==> config.mk <==
export PLATFORM = sky130hd
export DESIGN_NAME = lru_set_assoc_cache_lookup_top
export DESIGN_NICKNAME = d
export VERILOG_FILES = /design/src/rtl/lsac_pkg.sv /design/src/rtl/lru_set_assoc_cache_lookup_top.sv
export SDC_FILE = /design/constraint.sdc
export NUM_CORES = 1
export LEC_CHECK = 0
export BUFFER_PORTS_ARGS = -buffer_cell sky130_fd_sc_hd__buf_4
export CORE_MARGIN = 4
export CORE_UTILIZATION = 50
export DETAILED_ROUTE_END_ITERATION = 12
export PLACE_DENSITY = 0.71
export SYNTH_ARGS = -nofsm -noshare
export SYNTH_HDL_FRONTEND = slang
export SYNTH_SLANG_ARGS = --single-unit
==> constraint.sdc <==
create_clock -name clk_i -period 5.76 [get_ports clk_i]
set_input_delay 0.288 -clock clk_i [delete_from_list [all_inputs] [get_ports clk_i]]
set_output_delay 0.288 -clock clk_i [all_outputs]
set_load 0.02 [all_outputs]
==> src/rtl/lsac_pkg.sv <==
package lsac_pkg;

  localparam int unsigned NUM_SETS = 4;
  localparam int unsigned NUM_WAYS = 4;
  localparam int unsigned ADDR_W   = 32;
  localparam int unsigned SET_W    = $clog2(NUM_SETS);
  localparam int unsigned WAY_W    = $clog2(NUM_WAYS);
  localparam int unsigned OFFS_W   = 4;
  localparam int unsigned TAG_LSB  = 6;
  localparam int unsigned TAG_W    = ADDR_W - TAG_LSB;
  localparam int unsigned STACK_W  = NUM_WAYS * WAY_W;
  localparam int unsigned CNT_W    = 16;

  localparam logic [STACK_W-1:0] STACK_RESET = 8'hE4;
  localparam logic [CNT_W-1:0]   HIT_MAX     = 16'hFFFF;

  // Result tdata layout, lowest bit first.
  localparam int unsigned OUT_WAY_LSB   = 0;
  localparam int unsigned OUT_SET_LSB   = OUT_WAY_LSB + WAY_W;
  localparam int unsigned OUT_TAG_LSB   = OUT_SET_LSB + SET_W;
  localparam int unsigned OUT_STACK_LSB = OUT_TAG_LSB + TAG_W;
  localparam int unsigned OUT_CNT_LSB   = OUT_STACK_LSB + STACK_W;
  localparam int unsigned OUT_BITS      = OUT_CNT_LSB + CNT_W;
  localparam int unsigned OUT_DATA_W    = ((OUT_BITS + 7) / 8) * 8;

  typedef logic [WAY_W-1:0]   way_t;
  typedef logic [SET_W-1:0]   set_t;
  typedef logic [TAG_W-1:0]   tag_t;
  typedef logic [STACK_W-1:0] stack_t;
  typedef logic [CNT_W-1:0]   cnt_t;

endpackage

==> src/rtl/lru_set_assoc_cache_lookup_top.sv <==
// Tag lookup for a 4-way, 4-set cache with true LRU replacement. Each input item is a
// 32-bit byte address: bits 5:4 select the set, bits 31:6 are the tag. The result
// reports hit/miss, the way hit or filled (the least recent way on a miss), set, tag,
// the set's updated recency stack (bits 7:6 most recent way) and a saturating hit
// count. One item is accepted every cycle unless the output stalls; each item passes
// through the input register, then the single-pass compare/update into the result
// register. Valid bits and recency stacks reset at once; no clearing pass is needed.
module lru_set_assoc_cache_lookup_top
  import lsac_pkg::*;
(
  input  logic                  clk_i,
  input  logic                  rst_ni,
  input  logic                  s_axis_tvalid_i,
  output logic                  s_axis_tready_o,
  input  logic [ADDR_W-1:0]     s_axis_tdata_i,   // address
  output logic                  m_axis_tvalid_o,
  input  logic                  m_axis_tready_i,
  output logic [OUT_DATA_W-1:0] m_axis_tdata_o,   // way_used, set_index, tag_value,
                                                  // recency_stack, hit_total, zero pad
  output logic                  m_axis_tuser_o    // hit
);

  logic                      in_vld_q, in_vld_d;
  logic [ADDR_W-1:0]         addr_q, addr_d;
  logic                      out_vld_q, out_vld_d;
  logic                      out_hit_q, out_hit_d;
  logic [OUT_DATA_W-1:0]     out_data_q, out_data_d;

  logic [NUM_SETS-1:0][NUM_WAYS-1:0] valid_q, valid_d;
  stack_t                    stack_q [NUM_SETS];
  tag_t                      tag_q   [NUM_SETS][NUM_WAYS];
  cnt_t                      cnt_q, cnt_d;

  logic                      advance;
  set_t                      set_idx;
  tag_t                      tag;
  stack_t                    st_old, st_new;
  way_t                      s0, s1, s2, s3;
  logic [NUM_WAYS-1:0]       match;
  logic                      hit;
  way_t                      way;

  assign advance         = in_vld_q && (!out_vld_q || m_axis_tready_i);
  assign s_axis_tready_o = !in_vld_q || advance;

  assign m_axis_tvalid_o = out_vld_q;
  assign m_axis_tdata_o  = out_data_q;
  assign m_axis_tuser_o  = out_hit_q;

  always_comb begin
    set_idx = addr_q[OFFS_W +: SET_W];
    tag     = addr_q[ADDR_W-1:TAG_LSB];
    st_old  = stack_q[set_idx];
    s0      = st_old[0*WAY_W +: WAY_W];
    s1      = st_old[1*WAY_W +: WAY_W];
    s2      = st_old[2*WAY_W +: WAY_W];
    s3      = st_old[3*WAY_W +: WAY_W];
    for (int w = 0; w < NUM_WAYS; w++) begin
      match[w] = valid_q[set_idx][w] && (tag_q[set_idx][w] == tag);
    end
    hit = |match;
    way = s0;
    for (int w = NUM_WAYS - 1; w >= 0; w--) begin
      if (match[w]) begin
        way = way_t'(w);
      end
    end
    if (!hit || way == s0) begin
      st_new = {s0, s3, s2, s1};
    end else if (way == s1) begin
      st_new = {s1, s3, s2, s0};
    end else if (way == s2) begin
      st_new = {s2, s3, s1, s0};
    end else begin
      st_new = st_old;
    end
  end

  always_comb begin
    in_vld_d   = in_vld_q;
    addr_d     = addr_q;
    out_vld_d  = out_vld_q;
    out_hit_d  = out_hit_q;
    out_data_d = out_data_q;
    valid_d    = valid_q;
    cnt_d      = cnt_q;
    if (out_vld_q && m_axis_tready_i) begin
      out_vld_d = 1'b0;
    end
    if (advance) begin
      in_vld_d = 1'b0;
      if (hit && cnt_q != HIT_MAX) begin
        cnt_d = cnt_q + cnt_t'(1);
      end
      if (!hit) begin
        valid_d[set_idx][way] = 1'b1;
      end
      out_vld_d  = 1'b1;
      out_hit_d  = hit;
      out_data_d = '0;
      out_data_d[OUT_WAY_LSB   +: WAY_W]   = way;
      out_data_d[OUT_SET_LSB   +: SET_W]   = set_idx;
      out_data_d[OUT_TAG_LSB   +: TAG_W]   = tag;
      out_data_d[OUT_STACK_LSB +: STACK_W] = st_new;
      out_data_d[OUT_CNT_LSB   +: CNT_W]   = cnt_d;
    end
    if (s_axis_tvalid_i && s_axis_tready_o) begin
      in_vld_d = 1'b1;
      addr_d   = s_axis_tdata_i;
    end
  end

  always_ff @(posedge clk_i or negedge rst_ni) begin
    if (!rst_ni) begin
      in_vld_q  <= 1'b0;
      out_vld_q <= 1'b0;
      valid_q   <= '0;
      cnt_q     <= '0;
      for (int s = 0; s < NUM_SETS; s++) begin
        stack_q[s] <= STACK_RESET;
      end
    end else begin
      in_vld_q  <= in_vld_d;
      out_vld_q <= out_vld_d;
      valid_q   <= valid_d;
      cnt_q     <= cnt_d;
      if (advance) begin
        stack_q[set_idx] <= st_new;
      end
    end
  end

  always_ff @(posedge clk_i) begin
    addr_q     <= addr_d;
    out_hit_q  <= out_hit_d;
    out_data_q <= out_data_d;
    if (advance && !hit) begin
      tag_q[set_idx][way] <= tag;
    end
  end

endmodule

After elaboration in Yosys (flattened, before gate mapping)
Memories as Yosys holds them, arrays and structs flattened. A register that Yosys moved wholly into a read port is not among the register bits.
Cells that the tools add are included.
- muxes and demuxes: 29
- add/sub/neg operators: 1
- reductions and logical operators: 23
- equal/unequal tests: 8
- order comparisons: 8
- bitwise gates (word level): 4
- operator list (kind ; number):
    26-bit equality test ; 4
    104-bit 2-to-1 mux ; 1
    26-bit demux with 2-bit select ; 1
    8-bit 2-to-1 mux ; 6
    32-bit bitwise mux ; 1
    26-bit 2-to-1 mux ; 1
    16-bit by 1-bit adder with 16-bit output, second input constant ; 1
    8-bit binary-select mux with 2-bit select ; 1
    8-bit demux with 2-bit select ; 1
    16-bit 2-to-1 mux ; 1
    16-bit != test, second input constant ; 1
    16-bit OR ; 1
    1-bit logical AND ; 13
    2-bit 2-to-1 mux ; 5
    4-bit binary-select mux with 2-bit select ; 1
    4-bit demux with 2-bit select ; 1
    4-bit 2-to-1 mux ; 2
    2-bit equality test ; 3
    3-bit >= comparator, second input constant ; 2
    2-bit by 3-bit < comparator with 1-bit output, second input constant ; 2
    3-bit by 1-bit < comparator with 1-bit output, second input constant ; 2
    1-bit 2-to-1 mux ; 6
    2-bit inverter with 3-bit output ; 2
    2-bit by 1-bit >= comparator with 1-bit output, second input constant ; 2
    7 further kinds ; 12
- word-level logic and storage cells: 88
- memory bits (writable): 416
- memories kept: 1
- input port bits: 36
- output and inout bits: 59
- register bits after elaboration: 153
- memory list (memory ; words ; width ; rd ports ; clocked after Yosys merged registers in ; write ports ; RTL line ; RTL):
    tag_q ; 4 ; 104 ; 1 ; 1 ; 1 ; lru_set_assoc_cache_lookup_top.sv:31 ; tag_t tag_q [NUM_SETS][NUM_WAYS];

Logic depth before layout (Yosys ltp)
Gate-level depths: netlist (run 1).
- depth in word-level cells: 15
- gate-level depth with buffers: 16
- gate-level depth less buffers: 10

Least setup slack after synthesis (run 1)
Ideal clock, no wire load.
- path type: register -> register
- from: reg with a tool-made name
- to: mem tag_q[3][52] (netlist bit), enable pin
- cell stages (with the launch flop): 12
- setup time: 409 ps
- arrival time: 4055 ps
- period minus slack after synthesis: 4464 ps
- required time: 5351 ps
- buffers on the path: 3
- slack: 1296 ps
- cells stage by stage: dfxtp_1 > buf_6 > buf_6 > buf_4 > mux4_2 > xnor2_1 > nand4_1 > nor4b_1 > nand2_1 > a21oi_1 > nand2_1 > nor2_1
- RTL lines (what ; RTL line):
    end, declared ; lru_set_assoc_cache_lookup_top.sv:31

==> results of run 1 <==
-- synthesized netlist by cell type, types with 6 or more instances --
cell,n
sky130_fd_sc_hd__a211oi_1,11
sky130_fd_sc_hd__a21oi_1,27
sky130_fd_sc_hd__a22oi_1,6
sky130_fd_sc_hd__a31oi_1,21
sky130_fd_sc_hd__buf_1,9
sky130_fd_sc_hd__buf_2,11
sky130_fd_sc_hd__buf_4,12
sky130_fd_sc_hd__buf_6,8
sky130_fd_sc_hd__clkbuf_1,33
sky130_fd_sc_hd__dfrtp_1,50
sky130_fd_sc_hd__dfstp_2,16
sky130_fd_sc_hd__edfxtp_1,499
sky130_fd_sc_hd__inv_1,22
sky130_fd_sc_hd__mux2_2,13
sky130_fd_sc_hd__mux2i_1,81
sky130_fd_sc_hd__mux4_2,77
sky130_fd_sc_hd__nand2_1,59
sky130_fd_sc_hd__nand2b_1,15
sky130_fd_sc_hd__nand3_1,27
sky130_fd_sc_hd__nand4_1,37
sky130_fd_sc_hd__nand4b_1,6
sky130_fd_sc_hd__nor2_1,68
sky130_fd_sc_hd__nor3_1,15
sky130_fd_sc_hd__nor4_1,6
sky130_fd_sc_hd__o21ai_0,16
sky130_fd_sc_hd__o21ai_1,11
sky130_fd_sc_hd__o21bai_1,16
sky130_fd_sc_hd__o22ai_1,9
sky130_fd_sc_hd__o2bb2ai_1,7
sky130_fd_sc_hd__or2_2,7
sky130_fd_sc_hd__xnor2_1,95
sky130_fd_sc_hd__xor2_1,38
-- timing repair --
item                                    CTS  global route
endpoints found under the setup margin    0             0
endpoints found under the hold margin    82             0
hold buffers                             32             0
-- per-layer routing --
layer  track usage, %  vias up
li1                 -     5918
met1            29.42     6876
met2            36.69      462
met3            2.899      107
met4            8.022        0
met5                0        -
-- power breakdown --
part | switching, mW | internal, mW
Combinational | 0.921 | 0.617
Clock | 1.56 | 2.07
Sequential | 0.170 | 4.84
Total | 2.65 | 7.52
-- critical path: stages (launching register included) --
cell                       delay (ns)
sky130_fd_sc_hd__dfxtp_4         0.60
sky130_fd_sc_hd__buf_12          0.32
sky130_fd_sc_hd__buf_4           0.25
sky130_fd_sc_hd__mux2i_1         0.23
sky130_fd_sc_hd__nand2b_1        0.15
sky130_fd_sc_hd__nand4_1         0.16
sky130_fd_sc_hd__or3_1           0.41
sky130_fd_sc_hd__a2111o_1        0.53
sky130_fd_sc_hd__nor2_1          0.21
sky130_fd_sc_hd__a21oi_1         0.13
sky130_fd_sc_hd__inv_1           0.14
sky130_fd_sc_hd__nand2_1         0.29
sky130_fd_sc_hd__nor2_4          0.85
-- through the flow --
step / utilization (%) / area, sq um
after global routing: 59.18 / 27670
after CTS: 59.18 / 27670
after floorplan: - / 23740
after detailed placement: 54.56 / 25510
after global placement: 54.56 / 25510
final: 59.18 / 27670
-- cells by family (layout without fill, tap and decap cells) --
logic type	Yosys count	after routing	share of synthesized area (%)
flops	567	567	70.33
simple gates	271	271	5.808
compound gates	178	178	5.466
mux	172	172	11.40
xor+xnor	133	133	4.907
buf+inv	96	313	2.024
fa+ha+maj	1	1	0.05270
other cells	1	2	0.01580
-- area by class of cell --
class                      instances  area [sq um]  share of cell area (%)
clock buffer                      68          1520                   5.495
multi-input combinational        757          6631                   23.97
inverter                          23         87.58                  0.3166
tap                              607         759.5                   2.745
sequential                       567         16700                   60.37
clock inverter                    40         317.8                   1.149
timing repair buffer             182          1647                   5.952
-- worst min path at each step --
stage                      startpoint          end  cells after the start
floorplan                      rst_ni     cnt_q[0]                      0
global route        s_axis_tdata_i[6]    addr_q[6]                      2
detailed placement             rst_ni  stack_q[20]                      1
global placement               rst_ni  stack_q[28]                      1
finish                         rst_ni  stack_q[20]                      2
CTS                            rst_ni  stack_q[20]                      2
-- state kept, by name, summed over array words and instances, names as in the netlist, named ones only --
name / cells
addr_q: 28
cnt_q: 16
in_vld_q: 1
m_axis_tdata_o: 54
m_axis_tuser_o: 1
m_axis_tvalid_o: 1
stack_q: 32
tag_q: 416
valid_q: 16
==> results.cfg, run 1 <==
[global_routing]
antenna_violations_before_repair = 0
gr-usage-all-layers_pct = 21.80
grt.overflow.total = 0
maximum_number_of_pins_on_one_net_before_global_route_repair = 67
wire_length_of_the_first_global_routing_pass_microns = 84140
first_global_vias = 13659

[floorplanning]
number_of_top_level_pins = 95
start_util_pct = 50.77
core.rowCount = 79
die-area_sq_mm = 0.05103
die_w_microns = 225.9
die_h_microns = 225.9
core_area_sq_mm = 0.04675

[cts]
post_cts.repair.setup_buffers = 0
cts.htree.levels = 2
tritoncts = built
cells_resized_by_post_cts_repair = 0
clkLatencyLatePin_ns = 0.62
cts_buffer_depth = 3
cts.clk_slew.worst_paths_ns = 0.06
number_of_clock_sinks_seen_by_cts = 567
cts_root_buf = sky130_fd_sc_hd__clkbuf_16
cts_inserted_buffers = 58

[yosys]
ys_ff_latch = 567
netlist_top_cells_area = sky130_fd_sc_hd__edfxtp_1 (63%), sky130_fd_sc_hd__mux4_2 (7.3%), sky130_fd_sc_hd__dfrtp_1 (5.3%)
synthDominantCellAreaShare_pct = 63.12
synth-edff-count = 499
post_synth_num_cell_types = 75
synth_cells = 1419
synth_area_per_cell_sq_um = 16.73
ys.warnings.count = 0
synth_sequential_area_ratio_pct = 70.33
asyncSetResetFlopFracSynth_pct = 11.64
synth_top_area_cell = sky130_fd_sc_hd__edfxtp_1
dominantRegCellSynth = sky130_fd_sc_hd__edfxtp_1
post_synth_instance_area_sq_mm = 0.02374

[critical_path]
crit_required_ns = 5.99
critical_path_peak_fanout = 39
rrSetupSlack_ns = 1.04
setup.worst_path.class = flop to flop
timing.critical_path.arrival_ns = 4.95
timing.rr.end = tag_q[3][96]
worstSetupEndpoint = tag_q[3][96]
ff2ff_path_depth = 12
critical_path.endpoint_type = flop
start_kind = flop

[outcome]
run_status = completed

[sta]
post-route-worst-setup-slack_ns = 1.042
final_min_period_over_clock_period_pct = 81.91
relSlewSlack_pct = 27.22
timing.clock.skew_ns = 0.02611
hold-worst-slack_ns = 0.3202
maxSlewViolCount = 0
hold_violations = 0
fmax_ghz = 0.2120
rsz0062_at_grt = false
worst_pin_slew_ns = 1.092
setup_tns_ns = 0
timing.final.crit_period_ns = 4.718
setup_viol = 0

[drt]
via_count = 13363
highest_layer = met4
drt_wl_total_microns = 55200
remaining_drc_errors = 0
drtPass1Iterations = 5
met2_length_microns = 27830
detail_route.iter0.violations = 1194
antenna_violating_nets_left = 0
routed-wl-met3_microns = 2966
detail_route.wirelength.met1_microns = 22640
vias_per_cell = 5.955
drt-wirelength-per-cell_microns = 24.60

[pwr]
finalPower_mw = 10.17
power.static_leakage_nw = 9.514
vdd_ir_drop_max_uv = 266.3
power-per-cell-area_mw_per_mm2 = 367.6

[placement]
place_congestion = 0.9597
placed_instances = 2104
buffer_ports.inserted = 88
hpwl_microns = 35400
place_worst_setup_slack_ns = 1.067

[finish]
area_overhead_of_the_layout_relative_to_synthesis_pct = 16.54
layout.cells.most_common = sky130_fd_sc_hd__edfxtp_1
fin_nets = 1626
n_antenna_cell = 0
final_layout_size_suffix_gt1_share_pct = 23.21
finish.cell_count_without_fillers = 2244
filler_instances = 3492
layout_common_cells = sky130_fd_sc_hd__edfxtp_1 (499), sky130_fd_sc_hd__buf_4 (134), sky130_fd_sc_hd__xnor2_1 (95)

[min_path]
timing.hold.worst.class = input port to async pin

[run]
maxCapViolCount = 0
No activity file was read; power rests on OpenSTA's default activity.
==> run 2: changes to the inputs <==
--- a/config.mk
+++ b/config.mk
@@ -9,7 +9,7 @@
 export CORE_MARGIN = 4
 export CORE_UTILIZATION = 50
 export DETAILED_ROUTE_END_ITERATION = 12
-export PLACE_DENSITY = 0.71
+export PLACE_DENSITY = 0.73
 export SYNTH_ARGS = -nofsm -noshare
 export SYNTH_HDL_FRONTEND = slang
 export SYNTH_SLANG_ARGS = --single-unit
==> constraint.sdc (replaced) <==
create_clock -name clk_i -period 4.3 [get_ports clk_i]
set_input_delay 0.215 -clock clk_i [delete_from_list [all_inputs] [get_ports clk_i]]
set_output_delay 0.215 -clock clk_i [all_outputs]
set_load 0.02 [all_outputs]
==> run 2 against run 1 <==
Clock power is 32% higher. Power is 37% higher. Critical path depth is 3 higher. Setup slack worse by 0.89 ns. Combinational power is 58% higher. Global-route usage is 1.3 points higher. Register-to-register slack worse by 0.89 ns. Count of clock-buffer cells in the layout is 3 higher. Core utilization is 2.6 points higher. Cell count is 5.5% higher. First-iteration DRC count is 10% higher. Final area is 4.5% higher.
==> results.cfg, run 2 (synthesized netlist as in run 1, its figures left out) <==
[outcome]
run_status = completed

[critical_path]
start_kind = flop
rrSetupSlack_ns = 0.15
critical_path_peak_fanout = 8
crit_required_ns = 4.66
critical_path.endpoint_type = flop
timing.critical_path.arrival_ns = 4.51
setup.worst_path.class = flop to flop

[placement]
place_congestion = 0.9408
buffer_ports.inserted = 88
placedInstanceArea_sq_mm = 0.02648
hpwl_microns = 39740

[drt]
remaining_drc_errors = 0
via_count = 13969
drt_wl_total_microns = 60000
drtPass1Iterations = 6
drt-wirelength-per-cell_microns = 25.35
antenna_violating_nets_left = 0
detail_route.iter0.violations = 1317
vias_per_cell = 5.902

[finish]
final_layout_size_suffix_gt1_share_pct = 28.69
most_flops_register = tag_q
fin_nets = 1753
n_antenna_cell = 0
largest_reg_flops = 416
layout.core_utilization_pct = 61.82
layout_common_cells = sky130_fd_sc_hd__edfxtp_1 (499), sky130_fd_sc_hd__buf_4 (239), sky130_fd_sc_hd__xnor2_1 (92)
final_design_area_no_fill_sq_mm = 0.02890
layout.cells.most_common = sky130_fd_sc_hd__edfxtp_1
area_overhead_of_the_layout_relative_to_synthesis_pct = 21.75

[pwr]
power.static_leakage_nw = 10.17
finalPower_mw = 13.89
vdd_ir_drop_max_uv = 415.2
power-per-cell-area_mw_per_mm2 = 480.8

[floorplanning]
core_area_sq_mm = 0.04675
die_w_microns = 225.9
number_of_top_level_pins = 95
die-area_sq_mm = 0.05103
core.rowCount = 79
start_util_pct = 50.77
die_h_microns = 225.9

[global_routing]
wire_length_of_the_first_global_routing_pass_microns = 87690
grt.overflow.total = 0
first_global_vias = 14006
antenna_violations_before_repair = 1
gr-usage-all-layers_pct = 23.09
maximum_number_of_pins_on_one_net_before_global_route_repair = 67

[run]
maxCapViolCount = 0

[sta]
worst_pin_slew_ns = 0.8652
rsz0062_at_grt = false
timing.final.crit_period_ns = 4.149
maxSlewViolCount = 0
final_min_period_over_clock_period_pct = 96.48
timing.clock.skew_ns = 0.02764
setup_tns_ns = 0
fmax_ghz = 0.2410
relSlewSlack_pct = 42.32
setup_viol = 0
hold_violations = 0

[cts]
cts_root_buf = sky130_fd_sc_hd__clkbuf_16
cts.clk_slew.worst_paths_ns = 0.06
tritoncts = built
cts.htree.levels = 2
clkLatencyLatePin_ns = 0.61
cts_buffer_depth = 3
number_of_clock_sinks_seen_by_cts = 567
cts_inserted_buffers = 55

[min_path]
timing.hold.worst.class = input port to async pin
run 2: cell types whose count changed in the layout (fill, tap and decap cells not counted), sizes merged:
cell      delta
bufinv       +2
clkbuf       +3
buf        +126
o2111ai      +1
inv          -1
clkinv       -9
nor2         +3
clkinvlp     -2
run 2: power breakdown:
part | leakage [nW] | total, mW | internal, mW | switching, mW
sequential | 5.33 | 6.68 | 6.48 | 0.201
clock | 0.862 | 4.78 | 2.76 | 2.01
combinational | 3.98 | 2.43 | 1.05 | 1.38
run 2: per-stage QoR:
step | std cells | setup slack [ns] | hold WS (ns)
after floorplan | 1420 | -0.1641 | -0.08059
after CTS | 2344 | -0.07329 | 0.2791
final | 2367 | 0.1512 | 0.2693
after global routing | 2367 | 0.01302 | 0.3069
after detailed placement | 2211 | -0.08408 | 0.3824
after global placement | 2211 | -0.01095 | 0.3595
run 2: final cells by class:
class / instances / area [sq um]
fillers: 3353 / 17850
flip-flops and latches: 567 / 16700
well taps: 607 / 759.5
clock inverters: 30 / 305.3
inverters: 23 / 87.58
clock buffers: 71 / 1468
multi-input cells: 761 / 6740
repair buffers: 308 / 2838
run 2: worst paths after layout:
kind | from | endpoint | depth (start not counted)
worst min-delay path | rst_ni | cnt_q[11] | 2
min in group clk_i | s_axis_tdata_i[21] | addr_q[21] | 2
worst max-delay path | flop | m_axis_tdata_o[30] | 15
worst max register to register | flop | m_axis_tdata_o[30] | 15
max in group asynchronous | rst_ni | cnt_q[2] | 2
worst min register to register | valid_q[5] | valid_q[5] | 1
run 2: what timing repair did:
item | 4_1_cts | 5_1_grt
resized for setup | 1 | 13
setup endpoints to repair | 78 | 317
pin swaps | 2 | 10
gates cloned | 0 | 4
buffers inserted | 0 | 19
hold endpoints to repair | 82 | 0
hold buffers | 32 | 0
run 2: metal layers:
layer / vias to the layer above / global-route usage (%) / wire (microns)
li1: 6183 / - / -
met1: 7107 / 31.08 / 23750
met2: 532 / 38.04 / 29540
met3: 145 / 3.991 / 4124
met4: 2 / 8.911 / 2566
met5: - / 0 / 19
run 2: critical path: stages, from the launching register on:
cell                        delay (ns)
sky130_fd_sc_hd__dfxtp_4          0.44
sky130_fd_sc_hd__buf_12           0.16
sky130_fd_sc_hd__buf_12           0.14
sky130_fd_sc_hd__mux4_2           0.50
sky130_fd_sc_hd__a22oi_1          0.18
sky130_fd_sc_hd__nand4_1          0.18
sky130_fd_sc_hd__or3_1            0.41
sky130_fd_sc_hd__a2111o_1         0.33
sky130_fd_sc_hd__buf_4            0.18
sky130_fd_sc_hd__or2_4            0.26
sky130_fd_sc_hd__nand4_1          0.23
sky130_fd_sc_hd__o2111ai_4        0.28
sky130_fd_sc_hd__buf_4            0.22
sky130_fd_sc_hd__a21oi_1          0.13
sky130_fd_sc_hd__buf_4            0.15
sky130_fd_sc_hd__inv_1            0.05
